$ cat src/hw/rtl/assert_macros.svh
// assertion helpers; empty when SYNTH is defined
`ifndef ASSERT_MACROS_SVH
`define ASSERT_MACROS_SVH

`ifndef SYNTH
`define AST_IMPLY(name, ante, cons, msg) \
  name: assert property (@(posedge clk) disable iff (rst) (ante) |-> (cons)) else $error(msg);
`define AST_NEXT(name, ante, cons, msg) \
  name: assert property (@(posedge clk) disable iff (rst) (ante) |=> (cons)) else $error(msg);
`else
`define AST_IMPLY(name, ante, cons, msg)
`define AST_NEXT(name, ante, cons, msg)
`endif

`endif

$ cat src/hw/rtl/efb_pkg.sv
package efb_pkg;

  localparam int unsigned BYTE_W   = 8;
  localparam int unsigned SEQ_SHIFT = 6;
  localparam int unsigned NUM_ENT  = 7;
  localparam int unsigned PTR_W    = 3;
  localparam int unsigned CFG_IDX_W = 8;

  // slot positions in a frame record
  localparam logic [PTR_W-1:0] ENT_OPEN  = 3'd0;
  localparam logic [PTR_W-1:0] ENT_ADDR  = 3'd1;
  localparam logic [PTR_W-1:0] ENT_CTRL  = 3'd2;
  localparam logic [PTR_W-1:0] ENT_BCC1  = 3'd3;
  localparam logic [PTR_W-1:0] ENT_DATA  = 3'd4;
  localparam logic [PTR_W-1:0] ENT_BCC2  = 3'd5;
  localparam logic [PTR_W-1:0] ENT_CLOSE = 3'd6;

  // configuration register indexes
  localparam logic [CFG_IDX_W-1:0] REG_FLAG   = 8'd0;
  localparam logic [CFG_IDX_W-1:0] REG_ESCAPE = 8'd1;
  localparam logic [CFG_IDX_W-1:0] REG_MASK   = 8'd2;
  localparam logic [CFG_IDX_W-1:0] REG_ADDR   = 8'd3;

  localparam logic [BYTE_W-1:0] FLAG_RST   = 8'd126;
  localparam logic [BYTE_W-1:0] ESCAPE_RST = 8'd125;
  localparam logic [BYTE_W-1:0] MASK_RST   = 8'd32;
  localparam logic [BYTE_W-1:0] ADDR_RST   = 8'd3;

  typedef struct packed {
    logic [BYTE_W-1:0] flag_value;
    logic [BYTE_W-1:0] escape_value;
    logic [BYTE_W-1:0] stuff_mask;
    logic [BYTE_W-1:0] address_value;
  } cfg_t;

  // one item's worth of line bytes: slots start..stop are sent,
  // an escaped slot holds the already masked byte
  typedef struct packed {
    logic [NUM_ENT-1:0][BYTE_W-1:0] bytes;
    logic [NUM_ENT-1:0]             esc;
    logic [PTR_W-1:0]               start;
    logic [PTR_W-1:0]               stop;
  } rec_t;

  typedef struct packed {
    logic busy;
    logic esc_now;
    logic done;
  } ser_stat_t;

endpackage

$ cat src/hw/rtl/efb_builder.sv
module efb_builder (
  input  logic                       clk,
  input  logic                       rst,
  input  efb_pkg::cfg_t              cfg,
  input  logic                       accept,
  input  logic [efb_pkg::BYTE_W-1:0] payload_byte,
  input  logic                       first_byte,
  input  logic                       last_byte,
  input  logic                       sequence_bit,
  output logic                       produce,
  output logic                       in_frame,
  output efb_pkg::rec_t              rec
);
  import efb_pkg::*;

  logic [BYTE_W-1:0] payload_check;
  logic [BYTE_W-1:0] ctrl;
  logic [BYTE_W-1:0] bcc1;
  logic [BYTE_W-1:0] check_next;

  function automatic logic needs_esc(input logic [BYTE_W-1:0] b, input cfg_t c);
    needs_esc = (b == c.flag_value) || (b == c.escape_value);
  endfunction

  function automatic logic [BYTE_W-1:0] stuffed(input logic [BYTE_W-1:0] b,
                                                input cfg_t c);
    stuffed = needs_esc(b, c) ? (b ^ c.stuff_mask) : b;
  endfunction

  // header and check bytes
  assign ctrl       = BYTE_W'({sequence_bit, SEQ_SHIFT'(0)});
  assign bcc1       = cfg.address_value ^ ctrl;
  assign check_next = (first_byte ? '0 : payload_check) ^ payload_byte;
  assign produce    = first_byte || in_frame;

  // frame record for this item
  always_comb begin
    rec = '0;
    rec.bytes[ENT_OPEN]  = cfg.flag_value;
    rec.bytes[ENT_ADDR]  = stuffed(cfg.address_value, cfg);
    rec.esc[ENT_ADDR]    = needs_esc(cfg.address_value, cfg);
    rec.bytes[ENT_CTRL]  = stuffed(ctrl, cfg);
    rec.esc[ENT_CTRL]    = needs_esc(ctrl, cfg);
    rec.bytes[ENT_BCC1]  = stuffed(bcc1, cfg);
    rec.esc[ENT_BCC1]    = needs_esc(bcc1, cfg);
    rec.bytes[ENT_DATA]  = stuffed(payload_byte, cfg);
    rec.esc[ENT_DATA]    = needs_esc(payload_byte, cfg);
    rec.bytes[ENT_BCC2]  = stuffed(check_next, cfg);
    rec.esc[ENT_BCC2]    = needs_esc(check_next, cfg);
    rec.bytes[ENT_CLOSE] = cfg.flag_value;
    rec.start = first_byte ? ENT_OPEN : ENT_DATA;
    rec.stop  = last_byte ? ENT_CLOSE : ENT_DATA;
  end

  // running check and frame state
  always_ff @(posedge clk) begin
    if (rst) begin
      payload_check <= '0;
      in_frame      <= 1'b0;
    end else if (accept && produce) begin
      payload_check <= check_next;
      in_frame      <= !last_byte;
    end
  end

endmodule

$ cat src/hw/rtl/efb_serializer.sv
module efb_serializer (
  input  logic                       clk,
  input  logic                       rst,
  input  efb_pkg::cfg_t              cfg,
  input  logic                       load,
  input  efb_pkg::rec_t              rec_in,
  output logic                       out_valid,
  input  logic                       out_ready,
  output logic [efb_pkg::BYTE_W-1:0] line_byte,
  output logic                       frame_end,
  output efb_pkg::ser_stat_t         stat
);
  import efb_pkg::*;

  rec_t             rec;
  logic             busy;
  logic [PTR_W-1:0] ptr;
  logic             phase;
  logic             take;
  logic             esc_now;
  logic             done;

  // escape byte goes out first, then the masked byte
  assign esc_now   = rec.esc[ptr] && !phase;
  assign take      = busy && out_ready;
  assign done      = take && !esc_now && (ptr == rec.stop);
  assign out_valid = busy;
  assign line_byte = esc_now ? cfg.escape_value : rec.bytes[ptr];
  assign frame_end = (ptr == ENT_CLOSE);

  assign stat.busy    = busy;
  assign stat.esc_now = esc_now;
  assign stat.done    = done;

  // record register and walk pointer
  always_ff @(posedge clk) begin
    if (rst) begin
      busy  <= 1'b0;
      ptr   <= '0;
      phase <= 1'b0;
    end else if (load) begin
      busy  <= 1'b1;
      ptr   <= rec_in.start;
      phase <= 1'b0;
    end else if (take) begin
      if (esc_now) begin
        phase <= 1'b1;
      end else begin
        phase <= 1'b0;
        if (ptr == rec.stop) begin
          busy <= 1'b0;
        end else begin
          ptr <= ptr + 1'b1;
        end
      end
    end
  end

  always_ff @(posedge clk) begin
    if (load) begin
      rec <= rec_in;
    end
  end

endmodule

$ cat src/hw/rtl/escaped_frame_builder.sv
// channel  | valid/ready        | payload
// s        | s_tvalid/s_tready  | tdata: payload_byte, sequence_bit; tuser: first_byte;
//          |                    | tlast: last_byte
// m        | m_tvalid/m_tready  | tdata: line_byte; tlast: frame_end
// cfg      | cfg_valid/cfg_ready| cfg_index, cfg_data (always ready)
// one line byte leaves per cycle while m_tready is high; an item yields 0 to 12 line
// bytes, and a dropped byte is still accepted on s
// the first byte of an item is offered the cycle after it is accepted; the
// next item is taken in the cycle its predecessor's final byte leaves
// reset clears the frame state, the running check and the config to defaults
// a stall on m holds the current byte and, once the record is pending, holds s
`include "assert_macros.svh"

module escaped_frame_builder (
  input  logic                          clk,
  input  logic                          rst,
  input  logic                          s_tvalid,
  output logic                          s_tready,
  input  logic [15:0]                   s_tdata,   // [7:0] payload_byte, [8] sequence_bit
  input  logic                          s_tuser,   // [0] first_byte
  input  logic                          s_tlast,
  output logic                          m_tvalid,
  input  logic                          m_tready,
  output logic [7:0]                    m_tdata,   // [7:0] line_byte
  output logic                          m_tlast,
  input  logic                          cfg_valid,
  output logic                          cfg_ready,
  input  logic [efb_pkg::CFG_IDX_W-1:0] cfg_index,
  input  logic [efb_pkg::BYTE_W-1:0]    cfg_data
);
  import efb_pkg::*;

  cfg_t      cfg;
  rec_t      rec;
  ser_stat_t stat;
  logic      accept;
  logic      produce;
  logic      in_frame;
  logic      load;
  logic      m_take;

  // configuration registers
  assign cfg_ready = 1'b1;
  always_ff @(posedge clk) begin
    if (rst) begin
      cfg.flag_value    <= FLAG_RST;
      cfg.escape_value  <= ESCAPE_RST;
      cfg.stuff_mask    <= MASK_RST;
      cfg.address_value <= ADDR_RST;
    end else if (cfg_valid && cfg_ready) begin
      case (cfg_index)
        REG_FLAG:   cfg.flag_value    <= cfg_data;
        REG_ESCAPE: cfg.escape_value  <= cfg_data;
        REG_MASK:   cfg.stuff_mask    <= cfg_data;
        REG_ADDR:   cfg.address_value <= cfg_data;
        default: ;
      endcase
    end
  end

  // input side: free when no record is pending or its last byte leaves now
  assign s_tready = !stat.busy || stat.done;
  assign accept   = s_tvalid && s_tready;
  assign load     = accept && produce;

  efb_builder u_builder (
    .clk          (clk),
    .rst          (rst),
    .cfg          (cfg),
    .accept       (accept),
    .payload_byte (s_tdata[7:0]),
    .first_byte   (s_tuser),
    .last_byte    (s_tlast),
    .sequence_bit (s_tdata[8]),
    .produce      (produce),
    .in_frame     (in_frame),
    .rec          (rec)
  );

  efb_serializer u_serializer (
    .clk       (clk),
    .rst       (rst),
    .cfg       (cfg),
    .load      (load),
    .rec_in    (rec),
    .out_valid (m_tvalid),
    .out_ready (m_tready),
    .line_byte (m_tdata),
    .frame_end (m_tlast),
    .stat      (stat)
  );

  // checks
  assign m_take = m_tvalid && m_tready;

  `AST_IMPLY(a_close_is_flag, m_tvalid && m_tlast, m_tdata == cfg.flag_value, "bad closing byte")
  `AST_NEXT(a_esc_pair, m_take && stat.esc_now, m_tvalid && !stat.esc_now, "escape unpaired")
  `AST_NEXT(a_frame_closes, load && s_tlast, !in_frame, "frame still open after last byte")

endmodule
$ cat config.mk
export PLATFORM = sky130hd
export DESIGN_NAME = escaped_frame_builder
export DESIGN_NICKNAME = d
export VERILOG_FILES = /design/src/hw/rtl/efb_pkg.sv /design/src/hw/rtl/efb_builder.sv /design/src/hw/rtl/efb_serializer.sv /design/src/hw/rtl/escaped_frame_builder.sv
export VERILOG_INCLUDE_DIRS = /design/src /design/src/hw/rtl
export SDC_FILE = /design/constraint.sdc
export NUM_CORES = 1
export LEC_CHECK = 0
export ABC_AREA = 1
export BUFFER_PORTS_ARGS = -buffer_cell sky130_fd_sc_hd__buf_2
export CORE_ASPECT_RATIO = 1.1
export CORE_UTILIZATION = 61
export DETAILED_ROUTE_END_ITERATION = 8
export PLACE_DENSITY = 0.81
export SYNTH_ARGS = -nofsm -noshare
export SYNTH_HDL_FRONTEND = slang
export SYNTH_HIERARCHICAL = 1
export SYNTH_SLANG_ARGS = --single-unit
$ cat constraint.sdc
create_clock -name clk -period 6.1 [get_ports clk]
set_clock_uncertainty 0.2 [all_clocks]
set_input_delay 0.61 -clock clk [delete_from_list [all_inputs] [get_ports clk]]
set_output_delay 0.61 -clock clk [all_outputs]
set_load 0.01 [all_outputs]
==> results.md, run 1 <==
STA:
- The worst-margin pin slew is 0.925 ns.
- The total count of hold-check failures in the final report is 0.
- The relative slew slack is 38.3%.
- Setup repair after global routing left no endpoint under its margin.
- Final hold analysis gives a worst-case slack of 0.245 ns.
- The setup TNS after final layout is 0 ns.
- The worst-case setup margin in the final layout is 2.50 ns.
- Setup violations remaining at the end of the flow were counted as 0.
- The minimum clock period after layout is 3.60 ns.
- The final number of max-transition violations came to 0.
- The highest attainable clock frequency is 278 MHz.
- In the finished design, the share of the clock period the worst path needs comes to 58.9%.

Clock tree:
- TritonCTS built the clock tree.
- In this run the number of H-tree levels came out at 3.
- The clock root buffer is sky130_fd_sc_hd__clkbuf_16.
- The total CTS buffers is 9.
- The clock transition at the registers of the reported paths is 0.07 ns.
- The TritonCTS sink count is 112.
- The number of gates resized after CTS was 0.
- Buffers inserted to repair hold after CTS numbered 0.
- The maximum clock insertion buffer count is 2.
- Once the clock tree was built, the setup fixing pass inserted 0 buffers.
- Clock latency on the worst-skew pair, taken at its later pin, is 0.36 ns.

Placed design:
- The final RePlAce weighted congestion is 0.919.
- Port buffering added 42 buffers.
- The half-perimeter wire length of the detailed placement result is 11100 um.
- The worst setup slack before clock tree synthesis is 2.55 ns.
- The cell area after placement is 0.00687 mm^2.

Detailed routing:
- The number of remaining DRC errors is 0.
- The first TritonRoute pass finished after 5 iterations.
- The number of vias per cell is 5.62.
- The number of DRC violations after detailed-routing iteration 0 is 642.
- The post-detailed-route count of antenna-violating nets is 0.
- After detailed routing, the average wire length per cell comes to 16.0 um.
- For this block, the routed nets add up to 16500 um of wire.
- The total vias in the final route is 5802.

Final layout:
- The post-route cell area is 0.00717 mm^2.
- In the layout the commonest cells are sky130_fd_sc_hd__nand2_1, sky130_fd_sc_hd__nand3_1, sky130_fd_sc_hd__nor2_1.
- The most frequent standard cell in the layout excluding fill and tap cells is sky130_fd_sc_hd__nand2_1.
- In the final layout, the share of cells above drive strength 1 is 12.4%.
- The number of diodes is 0.
- The area growth from synthesis to layout is 4.28%.
- The post-layout net count is 922.

Hold path:
- The tightest min-delay check is of the input pin to flop type.
- In this run the most critical hold path is launched from s_tlast.
- The capture endpoint of the worst hold path is u_builder/in_frame$_SDFFE_PP0P_.
- The worst hold path passes through 2 cells.

Die:
- The height of the die is 113 um.
- The region available for standard cell placement spans 0.0110 mm^2.
- In this run the core area contains 40 standard-cell rows.
- The overall die area is 0.0117 mm^2.
- 51 I/O pins were placed.
- For this configuration, the core starts out at a cell density of 62.7%.
- In this run the horizontal extent of the chip is 103 um.

Global route:
- The remaining global-route overflow is 0.
- The global router's overall resource usage is 30.1%.
- The pin count of the biggest net entering global routing is 60.
- The first global-routing pass estimated 26000 um of wire.
- The number of global-route vias before repair is 5057.
- The initial antenna violation count is 0.

Critical path:
- The worst register-to-register path has a depth of 13.
- The kind of launch point of the worst setup path is a flop.
- For flop-to-flop paths, the worst setup slack is 2.50 ns.
- The critical setup path kind is flop to flop.
- The arrival time at the worst endpoint is 3.38 ns.
- The element type at the critical path end is a flop.
- The endpoint identified for the worst register-to-register timing path is u_serializer/rec[40]$_DFFE_PP_.
- The biggest fanout along the worst timing path is 59.
- The source of the worst register-to-register timing path is u_serializer/ptr[0]$_SDFFE_PP0P_.
- At the worst endpoint, the required time is 5.89 ns.

Pwr:
- Internal power comes to 1.23 mW.
- Combinational logic is responsible for 16.7% of the overall power.
- The clock power share is 34.3%.
- The reported net switching power is 499 uW.
- The overall power consumption is 1.73 mW.
- The worst-case IR drop observed on VDD is 0.161 mV.
- The switching share of power is 28.8%.
- Dividing total power by cell area gives a power density of 241 mW/mm^2.
- In this run the static leakage power is 3.25 nW.
- Per report_power, the sequential group accounts for 49.0% of the total.

Logic synthesis:
- In the synthesized netlist, the number of instances is 884.
- The average footprint of a synthesized cell is 7.77 um^2.
- The mapped cell area is 0.00687 mm^2.
- The total number of yosys warnings is 6.

Flow run:
- The max capacitance violation total is 0.

Run status:
- The run finished with clean final reports.
flip-flops by register name, indices dropped and copies added, names as in the netlist:
register,count
u_serializer/out_valid,1
u_serializer/ptr,3
u_serializer/phase,1
u_serializer/rec,66
cfg,32
u_builder/in_frame,1
u_builder/payload_check,8
metal layers:
layer  routed length, um  vias up  track usage (%)
li1                    -     2844                -
met1                6900     2641             42.3
met2                7740      285             47.7
met3                1380       32             3.03
met4                 478        0             12.0
met5                   0        -                0
worst max path at each step:
stage | startpoint | endpoint | slack (ns) | depth (start not counted)
floorplan | u_serializer/ptr[0]$_SDFFE_PP0P_ | u_serializer/ptr[0]$_SDFFE_PP0P_ | 1.60 | 19
global placement | u_serializer/ptr[0]$_SDFFE_PP0P_ | u_serializer/rec[25]$_DFFE_PP_ | 2.60 | 13
detailed placement | u_serializer/ptr[0]$_SDFFE_PP0P_ | u_serializer/rec[41]$_DFFE_PP_ | 2.55 | 13
CTS | u_serializer/ptr[0]$_SDFFE_PP0P_ | u_serializer/rec[40]$_DFFE_PP_ | 2.52 | 13
global route | u_serializer/ptr[0]$_SDFFE_PP0P_ | u_serializer/rec[34]$_DFFE_PP_ | 2.24 | 13
finish | u_serializer/ptr[0]$_SDFFE_PP0P_ | u_serializer/rec[40]$_DFFE_PP_ | 2.50 | 13
layout make-up:
class | instances | area, um^2
multi-input cells | 639 | 3270
clock inverters | 6 | 47.5
clock buffers | 10 | 250
fillers | 943 | 3790
repair buffers | 45 | 233
flip-flops and latches | 112 | 2900
well taps | 147 | 184
inverters | 74 | 280
power by group through the flow:
stage	Sequential, mW	Combinational [mW]	Clock, mW
final	0.847	0.290	0.594
after floorplan	0.860	0.219	0
after detailed placement	0.864	0.284	0
after CTS	0.847	0.287	0.591
after global placement	0.863	0.279	0
after global routing	0.849	0.322	0.625
critical path, cell delays in order, from the launching register on:
cell and delay, ns:
sky130_fd_sc_hd__dfxtp_1 0.31, sky130_fd_sc_hd__buf_4 0.30, sky130_fd_sc_hd__inv_2 0.33, sky130_fd_sc_hd__nand2_1 0.14, sky130_fd_sc_hd__nand3_1 0.07, sky130_fd_sc_hd__nand2_1 0.12
sky130_fd_sc_hd__nand2_2 0.07, sky130_fd_sc_hd__nand3_2 0.31, sky130_fd_sc_hd__nand3b_2 0.15, sky130_fd_sc_hd__inv_1 0.09, sky130_fd_sc_hd__inv_1 0.05, sky130_fd_sc_hd__nand2_1 0.06
sky130_fd_sc_hd__and3_2 0.36, sky130_fd_sc_hd__buf_4 0.64
through the flow:
| stage | utilization (%) | cells |
|---|---|---|
| 3_3_place_gp | 62.7 | 1017 |
| 6_report | 65.4 | 1033 |
| 4_1_cts | 65.4 | 1033 |
| 3_5_place_dp | 62.7 | 1017 |
| 2_1_floorplan | - | 888 |
| 5_1_grt | 65.4 | 1033 |
Note: power is estimated with default switching activity, not from simulation.
==> run 2: changes to the inputs <==
--- a/config.mk
+++ b/config.mk
@@ -9,9 +9,9 @@
 export ABC_AREA = 1
 export BUFFER_PORTS_ARGS = -buffer_cell sky130_fd_sc_hd__buf_2
 export CORE_ASPECT_RATIO = 1.1
-export CORE_UTILIZATION = 61
+export CORE_UTILIZATION = 55
 export DETAILED_ROUTE_END_ITERATION = 8
-export PLACE_DENSITY = 0.81
+export PLACE_DENSITY = 0.77
 export SYNTH_ARGS = -nofsm -noshare
 export SYNTH_HDL_FRONTEND = slang
 export SYNTH_HIERARCHICAL = 1
==> constraint.sdc (replaced) <==
create_clock -name clk -period 3.3 [get_ports clk]
set_clock_uncertainty 0.2 [all_clocks]
set_input_delay 0.33 -clock clk [delete_from_list [all_inputs] [get_ports clk]]
set_output_delay 0.33 -clock clk [all_outputs]
set_load 0.01 [all_outputs]
==> results.md, run 2 (synthesis results as in run 1) <==
Run status:
- The run finished with clean final reports.

Critical path:
- The source of the worst register-to-register timing path is u_serializer/ptr[1]$_SDFFE_PP0P_.
- The kind of launch point of the worst setup path is a flop.
- The reg-to-reg setup timing slack came to 0.44 ns (-2.06 ns).
- The setup path with the least slack is of type flop to primary output.
- The count of cells along the worst register-to-register path was 14 (+1).
- STA classifies the critical path endpoint as a primary output.
- The biggest fanout along the worst timing path is 18 (-69%).
- The required time at the worst-slack endpoint was 2.77 ns (-3.12 ns).
- The arrival time at the worst endpoint is 2.34 ns (-1.04 ns).
- The endpoint identified for the worst register-to-register timing path is u_serializer/ptr[2]$_SDFFE_PP0P_.

STA:
- For the finished layout, the period the worst path requires is 2.87 ns.
- Static timing analysis puts the maximum clock frequency at 348 MHz.
- Setup repair after global routing left no endpoint under its margin.
- The final number of max-transition violations is 0 (unchanged).
- The relative slew slack was 36.3% (-2.0 points).
- The total count of hold-check failures in the final report was 0 (unchanged).
- The worst-margin pin slew is 0.955 ns (+0.0298 ns).
- The setup TNS after final layout came to 0 ns (unchanged).
- The final-report setup violation count is 0 (unchanged).
- The ratio of final minimum period to clock period is 87.0%.

Global route:
- The number of global-route vias before repair is 5067 (+0.20%).
- The initial antenna violation count is 0 (unchanged).
- The remaining global-route overflow was 0 (unchanged).
- The global router's overall resource usage is 27.4% (-2.7 points).
- The pin count of the biggest net entering global routing is 61 (+1.7%).
- The first-pass GRT wire length was 26500 um (+2.1%).

Die:
- The floorplan row count is 42 (+5.0%).
- The overall die area is 0.0129 mm^2 (+11%).
- The height of the die was 119 um (+5.2%).
- The die span in x was 109 um (+5.2%).
- The number of primary I/O pins is 51 (unchanged).
- The initial core utilization was 56.9% (-5.8 points).
- The standard cell core area was 0.0121 mm^2 (+10%).

Detailed routing:
- The number of remaining DRC errors came to 0 (unchanged).
- The post-detailed-route count of antenna-violating nets is 0 (unchanged).
- The detailed-route wire length was 16700 um (+1.0%).
- The number of vias per cell is 5.44 (-3.1%).
- The total vias in the final route is 5693 (-1.9%).
- The detailed-route wire length per cell came to 15.9 um (-0.25%).
- The number of DRC violations after detailed-routing iteration 0 is 447 (-30%).
- The first-pass iteration count of the detailed router came to 7 (+2).

Final layout:
- The area occupied by multi-input gates is 0.00327 mm^2 (+0.11%).
- In the layout the commonest cells are sky130_fd_sc_hd__nand2_1, sky130_fd_sc_hd__nand3_1, sky130_fd_sc_hd__nor2_1.
- The sequential standard cell area is 0.00290 mm^2 (unchanged).
- The area growth from synthesis to layout is 5.32%.
- The post-route cell area was 0.00724 mm^2 (+1.0%).
- The number of flip-flops in the largest register is 66 (unchanged).
- The final non-filler cell total was 1046 (+1.3%).
- The post-layout net count is 928 (+0.65%).
- The share of cells above drive strength 1 came to 12.9% (+0.48 points).
- The library cell used most frequently in the layout, excluding fill and tap cells, is sky130_fd_sc_hd__nand2_1.
- Ranked by flip-flop count, first place goes to u_serializer/rec.
- The largest registers in the layout are u_serializer/rec x66, cfg x32, u_builder/payload_check x8.
- The count of fill cells added during filler insertion came to 1125 (+19%).
- The number of diodes came to 0 (unchanged).

Hold path:
- The worst hold path begins at cfg_data[2].
- For hold timing, the worst endpoint is cfg[26]$_SDFFE_PP1P_.
- The worst hold path depth is 3 (+1).
- The worst hold path class is input pin to flop.

Clock tree:
- The total CTS buffers is 9 (unchanged).
- The clock root buffer is sky130_fd_sc_hd__clkbuf_16.
- TritonCTS built the clock tree.
- The number of resized instances in the post-cts repair step came to 0 (unchanged).
- The TritonCTS sink count is 112 (unchanged).
- The clock latency on the worst-skew pair came to 0.35 ns (about the same).
- The buffers inserted during post-CTS setup optimization came to 0 (unchanged).
- The clock transition at the registers of the reported paths is 0.07 ns (about the same).
- The count of hold-fix buffers inserted at cts was 1 (+1).
- The maximum level of the CTS H-tree was 3 (unchanged).
- The maximum clock insertion buffer count was 2 (unchanged).

Flow run:
- The max capacitance violation total was 0 (unchanged).

Placed design:
- The number of port buffers is 42 (unchanged).
- The final RePlAce weighted congestion is 0.866 (-5.8%).
- The total instance count after detailed placement is 1029 (+1.2%).
- The cell area after placement is 0.00693 mm^2 (+0.91%).
- The half-perimeter wire length of the detailed placement result came to 11400 um (+3.2%).

Pwr:
- The worst IR drop on VDD came to 0.267 mV (+66%).
- The power density over the cells is 443 mW/mm^2 (+84%).
- The leakage power is 3.29 nW (+1.1%).
==> run 2: cell types whose count changed in the layout (fill, tap and decap cells not counted), moves of 2 or more <==
cell,previous run,this run
sky130_fd_sc_hd__buf_4,3,7
sky130_fd_sc_hd__clkinv_2,0,4
sky130_fd_sc_hd__inv_4,4,1
sky130_fd_sc_hd__clkinv_4,2,0
==> run 2: per-layer routing <==
layer  GRT usage, %  vias to the layer above  routed length [um]
li1               -                     2862                   -
met1           39.4                     2601                7350
met2           42.0                      205                7700
met3           3.78                       25                1140
met4           9.80                        0                 473
met5              0                        -                   0
==> run 2: final cells by class <==
| type | count | area share, % |
|---|---|---|
| multi-input combinational | 639 | 45.2 |
| sequential | 112 | 40.1 |
| timing repair buffer | 51 | 4.04 |
| inverter | 74 | 3.87 |
| clock buffer | 10 | 3.46 |
| tap | 154 | 2.66 |
| clock inverter | 6 | 0.640 |
==> run 2: critical path, stage by stage, from the launching register on <==
cell and delay (ns):
sky130_fd_sc_hd__dfxtp_1 0.65, sky130_fd_sc_hd__inv_1 0.29, sky130_fd_sc_hd__nand3_1 0.15, sky130_fd_sc_hd__nand2_1 0.08, sky130_fd_sc_hd__nand2_2 0.08, sky130_fd_sc_hd__nand3_2 0.08, sky130_fd_sc_hd__buf_4 0.21, sky130_fd_sc_hd__a31oi_1 0.27
sky130_fd_sc_hd__buf_2 0.18
==> run 2: where the power goes <==
part / total (mW) / leakage (nW) / internal, mW / switching (mW)
Clock: 1.08 / 0.156 / 0.593 / 0.492
Sequential: 1.57 / 0.956 / 1.54 / 0.0296
Combinational: 0.556 / 2.18 / 0.188 / 0.368
Total: 3.21 / 3.29 / 2.32 / 0.889
==> run 2: how the worst max path moves through the flow <==
stage	cells after the start	slack, ns	startpoint	endpoint
floorplan	19	0.26	u_serializer/ptr[0]$_SDFFE_PP0P_	u_serializer/ptr[0]$_SDFFE_PP0P_
global placement	14	0.49	u_serializer/ptr[1]$_SDFFE_PP0P_	u_serializer/ptr[2]$_SDFFE_PP0P_
detailed placement	14	0.45	u_serializer/ptr[1]$_SDFFE_PP0P_	u_serializer/ptr[2]$_SDFFE_PP0P_
CTS	8	0.38	u_serializer/ptr[1]$_SDFFE_PP0P_	m_tdata[4]
global route	13	0.17	u_serializer/ptr[1]$_SDFFE_PP0P_	u_builder/payload_check[7]$_SDFFE_PP0P_
finish	8	0.43	u_serializer/ptr[1]$_SDFFE_PP0P_	m_tdata[4]
==> run 2: through the flow <==
stage	util (%)	power [mW]	hold WS [ns]	setup slack [ns]
finish	59.9	3.21	0.0522	0.430
global route	59.9	3.34	0.0699	0.167
CTS	59.9	3.22	0.0410	0.377
detailed placement	57.3	2.15	0.272	0.445
global placement	57.3	2.14	0.268	0.490
floorplan	-	1.99	0.199	0.258
